--- config.mk ---
export PLATFORM = sky130hd
export DESIGN_NAME = cht_core
export DESIGN_NICKNAME = d
export VERILOG_FILES = /design/src/cht_pkg.sv /design/src/cht_core.sv
export SDC_FILE = /design/constraint.sdc
export NUM_CORES = 1
export LEC_CHECK = 0
export BUFFER_PORTS_ARGS = -buffer_cell sky130_fd_sc_hd__buf_2
export CORE_MARGIN = 10
export CORE_UTILIZATION = 54
export CTS_BUF_LIST = sky130_fd_sc_hd__clkbuf_4 sky130_fd_sc_hd__clkbuf_8
export CTS_CLUSTER_SIZE = 25
export DETAILED_ROUTE_END_ITERATION = 10
export PLACE_DENSITY_LB_ADDON = 0.05
export SLEW_MARGIN = 20
export SYNTH_ARGS = -nofsm -noshare
export SYNTH_HDL_FRONTEND = slang
export SYNTH_SLANG_ARGS = --single-unit
--- constraint.sdc ---
create_clock -name clk -period 17.8 [get_ports clk]
set_input_delay 3.56 -clock clk [delete_from_list [all_inputs] [get_ports clk]]
set_output_delay 3.56 -clock clk [all_outputs]
set_load 0.005 [all_outputs]
--- src/cht_pkg.sv ---
// shared constants and types for the pawn correction history table
package cht_pkg;

	localparam int unsigned TABLE_ENTRIES_DEF = 16384;
	localparam int unsigned WEIGHT_SCALE      = 256;
	localparam int unsigned GRAIN             = 256;
	localparam int unsigned GRAIN_SH          = $clog2(GRAIN);
	localparam int unsigned MAX_WEIGHT        = 16;

	localparam int unsigned ENTRY_W = 16;
	localparam int unsigned CFG_W   = 15;
	localparam int unsigned KEY_W   = 64;

	localparam logic [CFG_W-1:0] ENTRY_LIMIT_RST = 15'd16384;
	localparam logic [CFG_W-1:0] EVAL_BOUND_RST  = 15'd31743;

	typedef enum logic {
		CMD_UPDATE = 1'b0,
		CMD_ADJUST = 1'b1
	} cmd_t;

	typedef enum logic {
		REG_ENTRY_LIMIT = 1'b0,
		REG_EVAL_BOUND  = 1'b1
	} cfg_reg_t;

	// clamp limits handed from the register bank to the datapath
	typedef struct packed {
		logic [CFG_W-1:0] entry_limit;
		logic [CFG_W-1:0] eval_bound;
	} cht_limits_t;

endpackage

--- src/cht_core.sv ---
// read-modify-write datapath: blend on update, corrected eval on adjust
module cht_core import cht_pkg::*; #(
	parameter int unsigned TABLE_ENTRIES = TABLE_ENTRIES_DEF,
	localparam int unsigned IDX_W  = $clog2(TABLE_ENTRIES),
	localparam int unsigned ADDR_W = IDX_W + 1
) (
	input  logic               clk,
	input  logic               arst_n,
	input  logic               in_valid,
	output logic               in_ready,
	input  cmd_t               in_cmd,
	input  logic               in_side,
	input  logic [KEY_W-1:0]   in_key,
	input  logic [7:0]         in_depth,
	input  logic signed [15:0] in_diff,
	input  logic signed [15:0] in_raw,
	output logic               out_valid,
	input  logic               out_ready,
	output logic signed [15:0] out_eval,
	input  cht_limits_t        limits,
	input  logic               clr_busy,
	output logic               rd_en,
	output logic [ADDR_W-1:0]  rd_addr,
	input  logic [ENTRY_W-1:0] rd_data,
	output logic               wr_en,
	output logic [ADDR_W-1:0]  wr_addr,
	output logic [ENTRY_W-1:0] wr_data
);

	localparam int unsigned ACC_W = 30;
	localparam int unsigned QUO_W = ACC_W - GRAIN_SH;

	logic               v_s1;
	cmd_t               cmd_s1;
	logic [ADDR_W-1:0]  addr_s1;
	logic [7:0]         depth_s1;
	logic signed [15:0] diff_s1;
	logic signed [15:0] raw_s1;

	logic                    v_s2;
	logic [ADDR_W-1:0]       addr_s2;
	logic signed [ACC_W-1:0] acc_s2;

	logic               out_v_q;
	logic signed [15:0] out_eval_q;

	logic in_acc;
	logic s1_go;

	logic signed [15:0]      entry;
	logic [4:0]              weight;
	logic [8:0]              keep_w;
	logic signed [24:0]      keep_prod;
	logic signed [20:0]      blend_prod;
	logic signed [ACC_W-1:0] acc_next;

	logic signed [ACC_W-1:0] acc_rnd;
	logic signed [QUO_W-1:0] quo;
	logic signed [QUO_W-1:0] ent_lim;
	logic signed [QUO_W-1:0] ent_new;

	logic signed [16:0] ent_rnd;
	logic signed [16:0] corr;
	logic signed [16:0] sum;
	logic signed [16:0] bnd;
	logic signed [16:0] adj;

	// one item in flight at a time, so a read never meets a pending write
	assign in_ready = !clr_busy && !v_s1 && !v_s2;
	assign in_acc   = in_valid && in_ready;
	assign rd_en    = in_acc;
	assign rd_addr  = {in_side, in_key[IDX_W-1:0]};

	assign s1_go = v_s1 && (cmd_s1 == CMD_UPDATE || !out_v_q || out_ready);

	assign entry = $signed(rd_data);

	always_comb begin
		weight     = (depth_s1 >= 8'(MAX_WEIGHT - 1)) ? 5'(MAX_WEIGHT) : 5'(depth_s1 + 8'd1);
		keep_w     = 9'(WEIGHT_SCALE) - {4'd0, weight};
		keep_prod  = entry * $signed({1'b0, keep_w});
		blend_prod = diff_s1 * $signed({1'b0, weight});
		acc_next   = ACC_W'(keep_prod) + (ACC_W'(blend_prod) <<< GRAIN_SH);
	end

	// divide by the scale truncating toward zero, then clamp
	always_comb begin
		acc_rnd = acc_s2 + (acc_s2[ACC_W-1] ? ACC_W'(GRAIN - 1) : ACC_W'(0));
		quo     = acc_rnd[ACC_W-1:GRAIN_SH];
		ent_lim = $signed({{(QUO_W-CFG_W){1'b0}}, limits.entry_limit});
		if (quo > ent_lim) begin
			ent_new = ent_lim;
		end else if (quo < -ent_lim) begin
			ent_new = -ent_lim;
		end else begin
			ent_new = quo;
		end
	end

	always_comb begin
		ent_rnd = 17'(entry) + (entry[15] ? 17'sd255 : 17'sd0);
		corr    = ent_rnd >>> GRAIN_SH;
		sum     = 17'(raw_s1) + corr;
		bnd     = $signed({2'b00, limits.eval_bound});
		if (sum > bnd) begin
			adj = bnd;
		end else if (sum < -bnd) begin
			adj = -bnd;
		end else begin
			adj = sum;
		end
	end

	always_ff @(posedge clk or negedge arst_n) begin
		if (!arst_n) begin
			v_s1    <= 1'b0;
			v_s2    <= 1'b0;
			out_v_q <= 1'b0;
		end else begin
			if (in_acc) begin
				v_s1 <= 1'b1;
			end else if (s1_go) begin
				v_s1 <= 1'b0;
			end
			v_s2 <= s1_go && cmd_s1 == CMD_UPDATE;
			if (s1_go && cmd_s1 == CMD_ADJUST) begin
				out_v_q <= 1'b1;
			end else if (out_ready) begin
				out_v_q <= 1'b0;
			end
		end
	end

	always_ff @(posedge clk) begin
		if (in_acc) begin
			cmd_s1   <= in_cmd;
			addr_s1  <= rd_addr;
			depth_s1 <= in_depth;
			diff_s1  <= in_diff;
			raw_s1   <= in_raw;
		end
		if (s1_go) begin
			addr_s2 <= addr_s1;
			acc_s2  <= acc_next;
		end
		if (s1_go && cmd_s1 == CMD_ADJUST) begin
			out_eval_q <= adj[15:0];
		end
	end

	assign wr_en     = v_s2;
	assign wr_addr   = addr_s2;
	assign wr_data   = ent_new[ENTRY_W-1:0];
	assign out_valid = out_v_q;
	assign out_eval  = out_eval_q;

endmodule

==> flow_summary.yaml, run 1 <==
clock_network:
  clk_latency_ps: 500
  cts_hold_buf: 0
  path_clk_slew_ps: 70
  cts_num_sinks: 120
  cts_resized: 0
  tritoncts: "yes"
  cts_buffers: 17
  cts_buffer_depth: 2
  post_cts_buffers: 0
  cts-htree-levels: 4
  root_buffer: "clkbuf_8"
sta:
  fmax_mhz: 83.5
  finalHoldViolCount: 0
  finalClockSkew_ps: 21.0
  max_slew_margin_pct: 30.9
  setup_violations: 0
  fin_crit_sh_pct: 67.3
  final.setup.tns_ps: 0
  rsz0062_at_grt: "no"
  worstMarginPinSlew_ps: 1040
  layout_min_cycle_time_ps: 11980
  slew_violations: 0
route:
  firstDrtPassIters: 5
  wl_per_cell_um: 16.0
  drt_iter0_drc: 489
  vias: 12800
  route.detailed.drc: 0
  postRouteAntennaNets: 0
  via_per_inst: 5.46
  wl_mm: 37.6
cells_and_area:
  diodes: 0
  nets: 2478
  area_growth_pct: 8.94
  final_util_pct: 59.9
  fillCellCount: 2764
  layout-drive-gt1-share_pct: 12.3
power:
  vdd_drop_max_mv: 0.129
  p_leak_nw: 8.86
  comb_power_share_pct: 72.5
  switching_share_pct: 47.2
  power.density_mw_per_mm2: 134
  p_int_w: 0.00131
  switchingPower_w: 0.00117
  seq_power_share_pct: 18.4
  clkPwrFrac_pct: 9.1
global_route:
  antenna_found_initial: 0
  grt_pass1_wl_mm: 63.6
  grt_max_degree: 59
  grt.total_usage_pct: 20.0
  grt_pass1_vias: 13300
  overflow: 0
worst_setup_path:
  rrSetupSlack_ps: 7980
  cp_cell_sequence: "buf_2, nor3_1, nand3_1, nor3_1, nand3_1, or3_1, or3_1, nor3_1, ha_1, and4_1, nand4_1, nor3_1, or4b_2, o41ai_4, buf_4, mux2_2, o21ai_0, buf_2"
  worstSetupStartpointType: "primary input"
  crit_family: "simple AND/OR/NAND/NOR gates"
  cpPeakStageDelay_ps: 650
  critPathMostFrequentCell: "nor3_1"
  required_ps: 14240
  critical_path.n_buffers_inverters: 3
  end_kind: "output pin"
  critPathMaxFanout: 33
  crit_arrival_ps: 8420
  cp_slowest_cell: "or4b_2"
  worstSetupPathType: "primary input to output pin"
die:
  die_h_um: 197
  num_rows: 64
  ios: 223
  start_util_pct: 55.0
  core_mm2: 0.0307
  dieArea_mm2: 0.0388
  die_w_um: 197
synthesis:
  synth_top_family_by_area: "adder cells"
  yosysSeqAreaShare_pct: 21.2
  yosysWarnings: 0
  ys.flop_type: "edfxtp_1"
  synth_edf_count: 117
  yosys.area_share.simple_pct: 16.6
  synthAdderAreaFrac_pct: 35.9
  syn_area_per_cell_um2: 9.40
  synth_cell_types: 73
  async_flop_share_pct: 2.50
  netlist_area_mm2: 0.0169
  synthMuxAreaShare_pct: 1.04
  syn-num-nets: 2340
  synth-seq-cells: 120
  synth_compound_area_share_pct: 11.0
  synth_xor_area_share_pct: 6.82
  synthCells: 1799
placement:
  io_buffers: 172
  place_congestion: 0.869
  hpwl_mm: 30.8
status:
  status: "complete, no violations"
job:
  cap_violations: 0
worst_hold_path:
  holdCritPathClass: "flip-flop to flip-flop"
==> worst register-to-register path, delay by kind of cell (launching register included) <==
kind	cells	cell delay (ps)
adders and majority gates	8	3400
AOI/OAI and AO/OA	13	2570
and+or+nand+nor	5	1370
xor gates and xnor gates	2	1180
buffers and inverters	6	800
DFF	1	360
==> area by class of cell <==
| cell class | instances | area (um^2) | area share [%] |
|---|---|---|---|
| sequential | 120 | 3590 | 19.5 |
| multi-input combinational | 1365 | 12100 | 65.8 |
| clock buffer | 18 | 241 | 1.31 |
| inverter | 251 | 942 | 5.11 |
| tap | 396 | 495 | 2.69 |
| clock inverter | 14 | 100 | 0.543 |
| timing repair buffer | 182 | 936 | 5.08 |
==> kinds of logic after synthesis <==
kind of cell	count (synthesis)
buffers and inverters	314
and+or+nand+nor	549
adders and majority gates	384
AOI/OAI and AO/OA	285
xor gates and xnor gates	130
muxes	17
DFF	120
==> Yosys cell counts, drive strengths merged (7+ instances only) <==
cell / n / area share [%]
a21oi: 77 / 2.3
buf: 23 / 0.94
inv: 251 / 5.6
or3: 15 / 0.55
nand2: 161 / 3.6
o21a: 13 / 0.58
a21o: 26 / 1.2
o21ai: 66 / 2.0
ha: 215 / 16
mux2i: 15 / 0.89
nand2b: 18 / 0.67
nand4: 16 / 0.59
nor4: 9 / 0.33
nand3: 31 / 0.92
o21bai: 7 / 0.31
a211oi: 12 / 0.56
nor3: 49 / 1.5
clkbuf: 40 / 0.89
xnor2: 101 / 5.3
edfxtp: 117 / 21
o2bb2ai: 12 / 0.62
fa: 169 / 20
nor2b: 28 / 1.0
a31oi: 11 / 0.41
and2: 105 / 3.9
and3: 30 / 1.1
nor2: 68 / 1.6
xor2: 29 / 1.5
==> registers in the layout, indices dropped and copies added, names as in the netlist <==
register and cells:
wr_addr 15, wr_en 1, out_eval 16, raw_s1 16
out_valid 1, acc_s2 30, addr_s1 15, diff_s1 16
v_s1 1, depth_s1 8, cmd_s1 1
==> layout by cell type, fill, tap and decap left out, types with 65 or more instances in the layout <==
cell      synthesis  routed
a21oi_1          76      76
and2_1          105     104
buf_2             4     172
edfxtp_1        117     117
fa_1            169     169
ha_1            215     215
inv_1           251     251
nand2_1         161     161
nor2_1           67      66
o21ai_0          65      65
xnor2_1          99      97
==> power groups by stage <==
| stage | Sequential, W | Combinational, W | Clock (W) |
|---|---|---|---|
| floorplan | 0.000455 | 0.00139 | 0 |
| global placement | 0.000461 | 0.00176 | 0 |
| detailed placement | 0.000463 | 0.00179 | 0 |
| CTS | 0.000457 | 0.00181 | 0.000234 |
| global route | 0.000462 | 0.00205 | 0.000247 |
| finish | 0.000456 | 0.00180 | 0.000225 |
==> worst paths after layout <==
kind                              from     endpoint  cells after the start
max                         limits[19]   wr_data[6]                     18
min                        addr_s1[13]  wr_addr[13]                      0
max reg2reg                depth_s1[4]   acc_s2[29]                     34
min reg2reg                addr_s1[13]  wr_addr[13]                      0
max in group asynchronous       arst_n        wr_en                      1
min in group asynchronous       arst_n    out_valid                      1
==> metal layers <==
metal	part of all wire (%)	vias to the layer above	GRT usage (%)
met5	0	-	0
met2	50	229	35.4
met4	1.3	0	5.18
met1	44	6180	24.6
li1	-	6378	-
met3	4.3	28	3.42
==> stage by stage <==
step	setup WS, ps	instance area [um^2]	total power (W)	hold WS [ps]	std cells
after floorplan	6540	16900	0.00185	400	1799
after global placement	5840	18100	0.00222	401	2313
after detailed placement	5840	18100	0.00226	406	2313
after CTS	5820	18400	0.00250	425	2345
after global routing	5580	18400	0.00276	426	2346
final	5820	18400	0.00248	422	2346
(Power assumes the default switching activity.)
==> inputs of run 2 (changes only) <==
==> constraint.sdc (replaced) <==
create_clock -name clk -period 10.8 [get_ports clk]
set_input_delay 2.16 -clock clk [delete_from_list [all_inputs] [get_ports clk]]
set_output_delay 2.16 -clock clk [all_outputs]
set_load 0.005 [all_outputs]
==> flow_summary.yaml, run 2 (synthesized netlist as in run 1, its figures left out) <==
sta:
  final.setup.tns_ps: 0
  fmax_mhz: 105
  fin_crit_sh_pct: 87.8
  finalHoldViolCount: 0
  setup_violations: 0
  rsz0062_at_grt: "no"
  finalClockSkew_ps: 19.6
  max_slew_margin_pct: 28.7
  layout_min_cycle_time_ps: 9480
  worstMarginPinSlew_ps: 1070
  slew_violations: 0
placement:
  place_congestion: 0.866
  hpwl_mm: 30.9
  io_buffers: 172
worst_setup_path:
  cpPeakStageDelay_ps: 710
  rrSetupSlack_ps: 1320
  cp_slowest_cell: "ha_1"
  critPathMostFrequentCell: "fa_1"
  end_kind: "flip-flop"
  worstSetupPathType: "flip-flop to flip-flop"
  worstSetupStartpointType: "flip-flop"
  r2r_end: "acc_s2[29]"
  r2r_start: "depth_s1[4]"
  required_ps: 11170
  critical_path.n_buffers_inverters: 5
  crit_arrival_ps: 9850
  r2r_cells: 33
  critPathMaxFanout: 18
  crit_family: "adder cells"
route:
  via_per_inst: 5.47
  top_layer: "met4"
  wl_mm: 37.6
  vias: 12900
  drt_iter0_drc: 466
  dr_wl_met2_mm: 18.9
  met3_length_mm: 1.71
  wl_per_cell_um: 16.0
  route.detailed.drc: 0
  wl_met1_mm: 16.5
  postRouteAntennaNets: 0
  firstDrtPassIters: 5
cells_and_area:
  layout_commonest_cell: "inv_1"
  top_register: "acc_s2"
  area_growth_pct: 9.32
  multi_input_area_mm2: 0.0121
  nets: 2481
  seqCellArea_mm2: 0.00359
  largest_reg_flops: 30
  final_util_pct: 60.1
  layout-drive-gt1-share_pct: 12.3
  diodes: 0
  mostFrequentLayoutCells: "inv_1 (251), ha_1 (215), buf_2 (172)"
  fillCellCount: 2732
power:
  vdd_drop_max_mv: 0.215
  p_leak_nw: 8.89
  power.density_mw_per_mm2: 223
clock_network:
  path_clk_slew_ps: 80
  post_cts_buffers: 0
  tritoncts: "yes"
  cts_num_sinks: 120
  cts_resized: 0
  cts-htree-levels: 4
  cts_buffers: 17
  cts_buffer_depth: 2
  clk_latency_ps: 500
  root_buffer: "clkbuf_8"
  cts_hold_buf: 0
global_route:
  grt_pass1_vias: 13500
  grt.total_usage_pct: 20.3
  antenna_found_initial: 0
  grt_max_degree: 59
  grt_pass1_wl_mm: 64.5
  overflow: 0
worst_hold_path:
  holdCritPathClass: "flip-flop to flip-flop"
  min-delay-start: "addr_s1[10]"
  hold_depth: 0
  holdPathEnd: "wr_addr[10]"
die:
  start_util_pct: 55.0
  die_w_um: 197
  ios: 223
  num_rows: 64
  core_mm2: 0.0307
  dieArea_mm2: 0.0388
  die_h_um: 197
status:
  status: "complete, no violations"
job:
  cap_violations: 0
## run 2: cell count changes in the layout (fill, tap and decap cells not counted), sizes merged
| cell | change |
|---|---|
| clkinv | +1 |
| buf | +3 |
| inv | -1 |
| clkinvlp | -2 |
| bufinv | +2 |
## run 2: final cells by class
| class | instances | share of cell area, % |
|---|---|---|
| multi-input combinational | 1365 | 65.5 |
| timing repair buffer | 185 | 5.22 |
| inverter | 251 | 5.10 |
| tap | 396 | 2.68 |
| clock buffer | 18 | 1.31 |
| sequential | 120 | 19.4 |
| clock inverter | 14 | 0.805 |
## run 2: power breakdown
part	switching, W	internal (W)	leakage, nW
Combinational	0.00166	0.00130	7.58
Sequential	0.0000557	0.000697	1.12
Clock	0.000212	0.000208	0.189
Total	0.00193	0.00220	8.89
## run 2: stage by stage
step / instance area [um^2] / setup WS, ps / instances / hold slack, ps / total power [W]
detailed placement: 18100 / 1270 / 2315 / 405 / 0.00373
finish: 18500 / 1320 / 2349 / 421 / 0.00413
floorplan: 16900 / 1910 / 1799 / 400 / 0.00305
global route: 18500 / 580 / 2349 / 426 / 0.00460
global placement: 18100 / 1330 / 2315 / 400 / 0.00366
CTS: 18500 / 1240 / 2347 / 423 / 0.00416
## run 2: routing by layer
layer	global-route usage, %	vias up
li1	-	6375
met4	5.18	0
met2	36.3	221
met5	0	-
met1	24.6	6223
met3	3.75	31
## run 2: how the worst max path moves through the flow
stage	startpoint	end	slack (ps)	cells past startpoint
after floorplan	depth_s1[4]	acc_s2[28]	1910	33
after global placement	limits[19]	wr_data[8]	1330	19
after detailed placement	depth_s1[4]	acc_s2[29]	1270	33
after CTS	depth_s1[4]	acc_s2[29]	1240	33
after global routing	depth_s1[4]	acc_s2[28]	580	32
final	depth_s1[4]	acc_s2[29]	1320	33
==> inputs of run 3 (changes only) <==
--- a/config.mk
+++ b/config.mk
@@ -7,7 +7,7 @@
 export LEC_CHECK = 0
 export BUFFER_PORTS_ARGS = -buffer_cell sky130_fd_sc_hd__buf_2
 export CORE_MARGIN = 10
-export CORE_UTILIZATION = 54
+export CORE_UTILIZATION = 35
 export CTS_BUF_LIST = sky130_fd_sc_hd__clkbuf_4 sky130_fd_sc_hd__clkbuf_8
 export CTS_CLUSTER_SIZE = 25
 export DETAILED_ROUTE_END_ITERATION = 10
==> flow_summary.yaml, run 3 (synthesized netlist as in run 1, its figures left out) <==
status:
  status: "complete, no violations"
sta:
  fin_ws_ps: 1050
  slew_violations: 0
  max_slew_margin_pct: 41.8
  setup_violations: 0
  finalHoldViolCount: 0
  fmax_mhz: 103
  fin_crit_sh_pct: 90.3
  finalClockSkew_ps: 28.4
  rsz0062_at_grt: "no"
  final.setup.tns_ps: 0
  worstMarginPinSlew_ps: 871
  layout_min_cycle_time_ps: 9750
clock_network:
  cts_buffer_depth: 2
  clk_latency_ps: 550
  cts-htree-levels: 4
  path_clk_slew_ps: 90
  cts_buffers: 17
  cts_resized: 0
  tritoncts: "yes"
  cts_num_sinks: 120
  post_cts_buffers: 0
  root_buffer: "clkbuf_8"
  cts_hold_buf: 0
worst_setup_path:
  worstSetupStartpointType: "flip-flop"
  cpPeakStageDelay_ps: 710
  critical_path.n_buffers_inverters: 5
  critPathMostFrequentCell: "fa_1"
  critPathMaxFanout: 19
  cp_slowest_cell: "ha_1"
  end_kind: "flip-flop"
  worstSetupPathType: "flip-flop to flip-flop"
  crit_family: "adder cells"
  required_ps: 11210
  crit_arrival_ps: 10170
cells_and_area:
  fin_area_mm2: 0.0188
  nets: 2484
  area_growth_pct: 11.1
  layout_commonest_cell: "inv_1"
  diodes: 0
  final_util_pct: 39.4
  seqCellArea_mm2: 0.00359
  largest_reg_flops: 30
  fillCellCount: 4859
  mostFrequentLayoutCells: "inv_1 (251), ha_1 (215), buf_2 (172)"
  top_register: "acc_s2"
  layout-drive-gt1-share_pct: 12.3
  multi_input_area_mm2: 0.0121
job:
  cap_violations: 0
placement:
  place_congestion: 0.802
  dp_slack_ps: 962
  io_buffers: 172
  placed_area_mm2: 0.0184
  hpwl_mm: 35.8
route:
  postRouteAntennaNets: 0
  vias: 12600
  route.detailed.drc: 0
  wl_per_cell_um: 16.8
  firstDrtPassIters: 4
  drt_iter0_drc: 505
  wl_mm: 43.1
  via_per_inst: 4.91
power:
  power.density_mw_per_mm2: 226
  vdd_drop_max_mv: 0.125
  switching_share_pct: 47.4
  seq_power_share_pct: 17.7
  p_leak_nw: 8.91
  p_int_w: 0.00223
  switchingPower_w: 0.00201
  comb_power_share_pct: 71.9
  clkPwrFrac_pct: 10.4
global_route:
  antenna_found_initial: 1
  overflow: 0
  grt.total_usage_pct: 15.7
  grt_pass1_wl_mm: 71.0
  grt_pass1_vias: 13400
  grt_max_degree: 45
die:
  die_h_um: 240
  core_mm2: 0.0477
  start_util_pct: 35.4
  dieArea_mm2: 0.0575
  ios: 223
  num_rows: 80
  die_w_um: 240
worst_hold_path:
  holdCritPathClass: "flip-flop to flip-flop"
[run 3: final cells by class]
cell class                      count  area share [%]
Clock buffer                       19            1.32
Clock inverter                     13           0.825
Inverter                          251            5.01
Multi-Input combinational cell   1365            64.4
Sequential cell                   120            19.1
Tap cell                          615            4.09
Timing Repair Buffer              188            5.24
[run 3: path summary, 6_finish.rpt]
| check | cells past startpoint | slack, ps | from | endpoint |
|---|---|---|---|---|
| max | 33 | 1050 | depth_s1[4] | acc_s2[29] |
| min | 0 | 400 | addr_s1[10] | wr_addr[10] |
| max reg2reg | 33 | 1050 | depth_s1[4] | acc_s2[29] |
| min reg2reg | 0 | 400 | addr_s1[10] | wr_addr[10] |
| max in group asynchronous | 1 | 9280 | arst_n | v_s1 |
| min in group asynchronous | 1 | 1410 | arst_n | out_valid |
[run 3: metrics by stage]
step	total power, W	cells	hold WS, ps
after floorplan	0.00305	1799	400
after global placement	0.00383	2538	400
after detailed placement	0.00385	2538	405
after CTS	0.00433	2570	396
after global routing	0.00476	2571	413
final	0.00425	2571	399
[run 3: power groups by stage]
stage,combinational [W],sequential (W),clock (W)
2_1_floorplan,0.00230,0.000749,0
3_3_place_gp,0.00306,0.000765,0
3_5_place_dp,0.00308,0.000765,0
4_1_cts,0.00310,0.000755,0.000468
5_1_grt,0.00351,0.000765,0.000484
6_report,0.00305,0.000754,0.000440
[run 3: routing by layer]
| metal | track usage, % | share of wire (%) | vias up | wire [um] |
|---|---|---|---|---|
| met3 | 3.06 | 3.1 | 23 | 1360 |
| met4 | 4.10 | 1.1 | 0 | 493 |
| li1 | - | - | 6358 | - |
| met1 | 19.8 | 46 | 6120 | 20100 |
| met2 | 27.0 | 49 | 132 | 21200 |
| met5 | 0 | 0 | - | 0 |
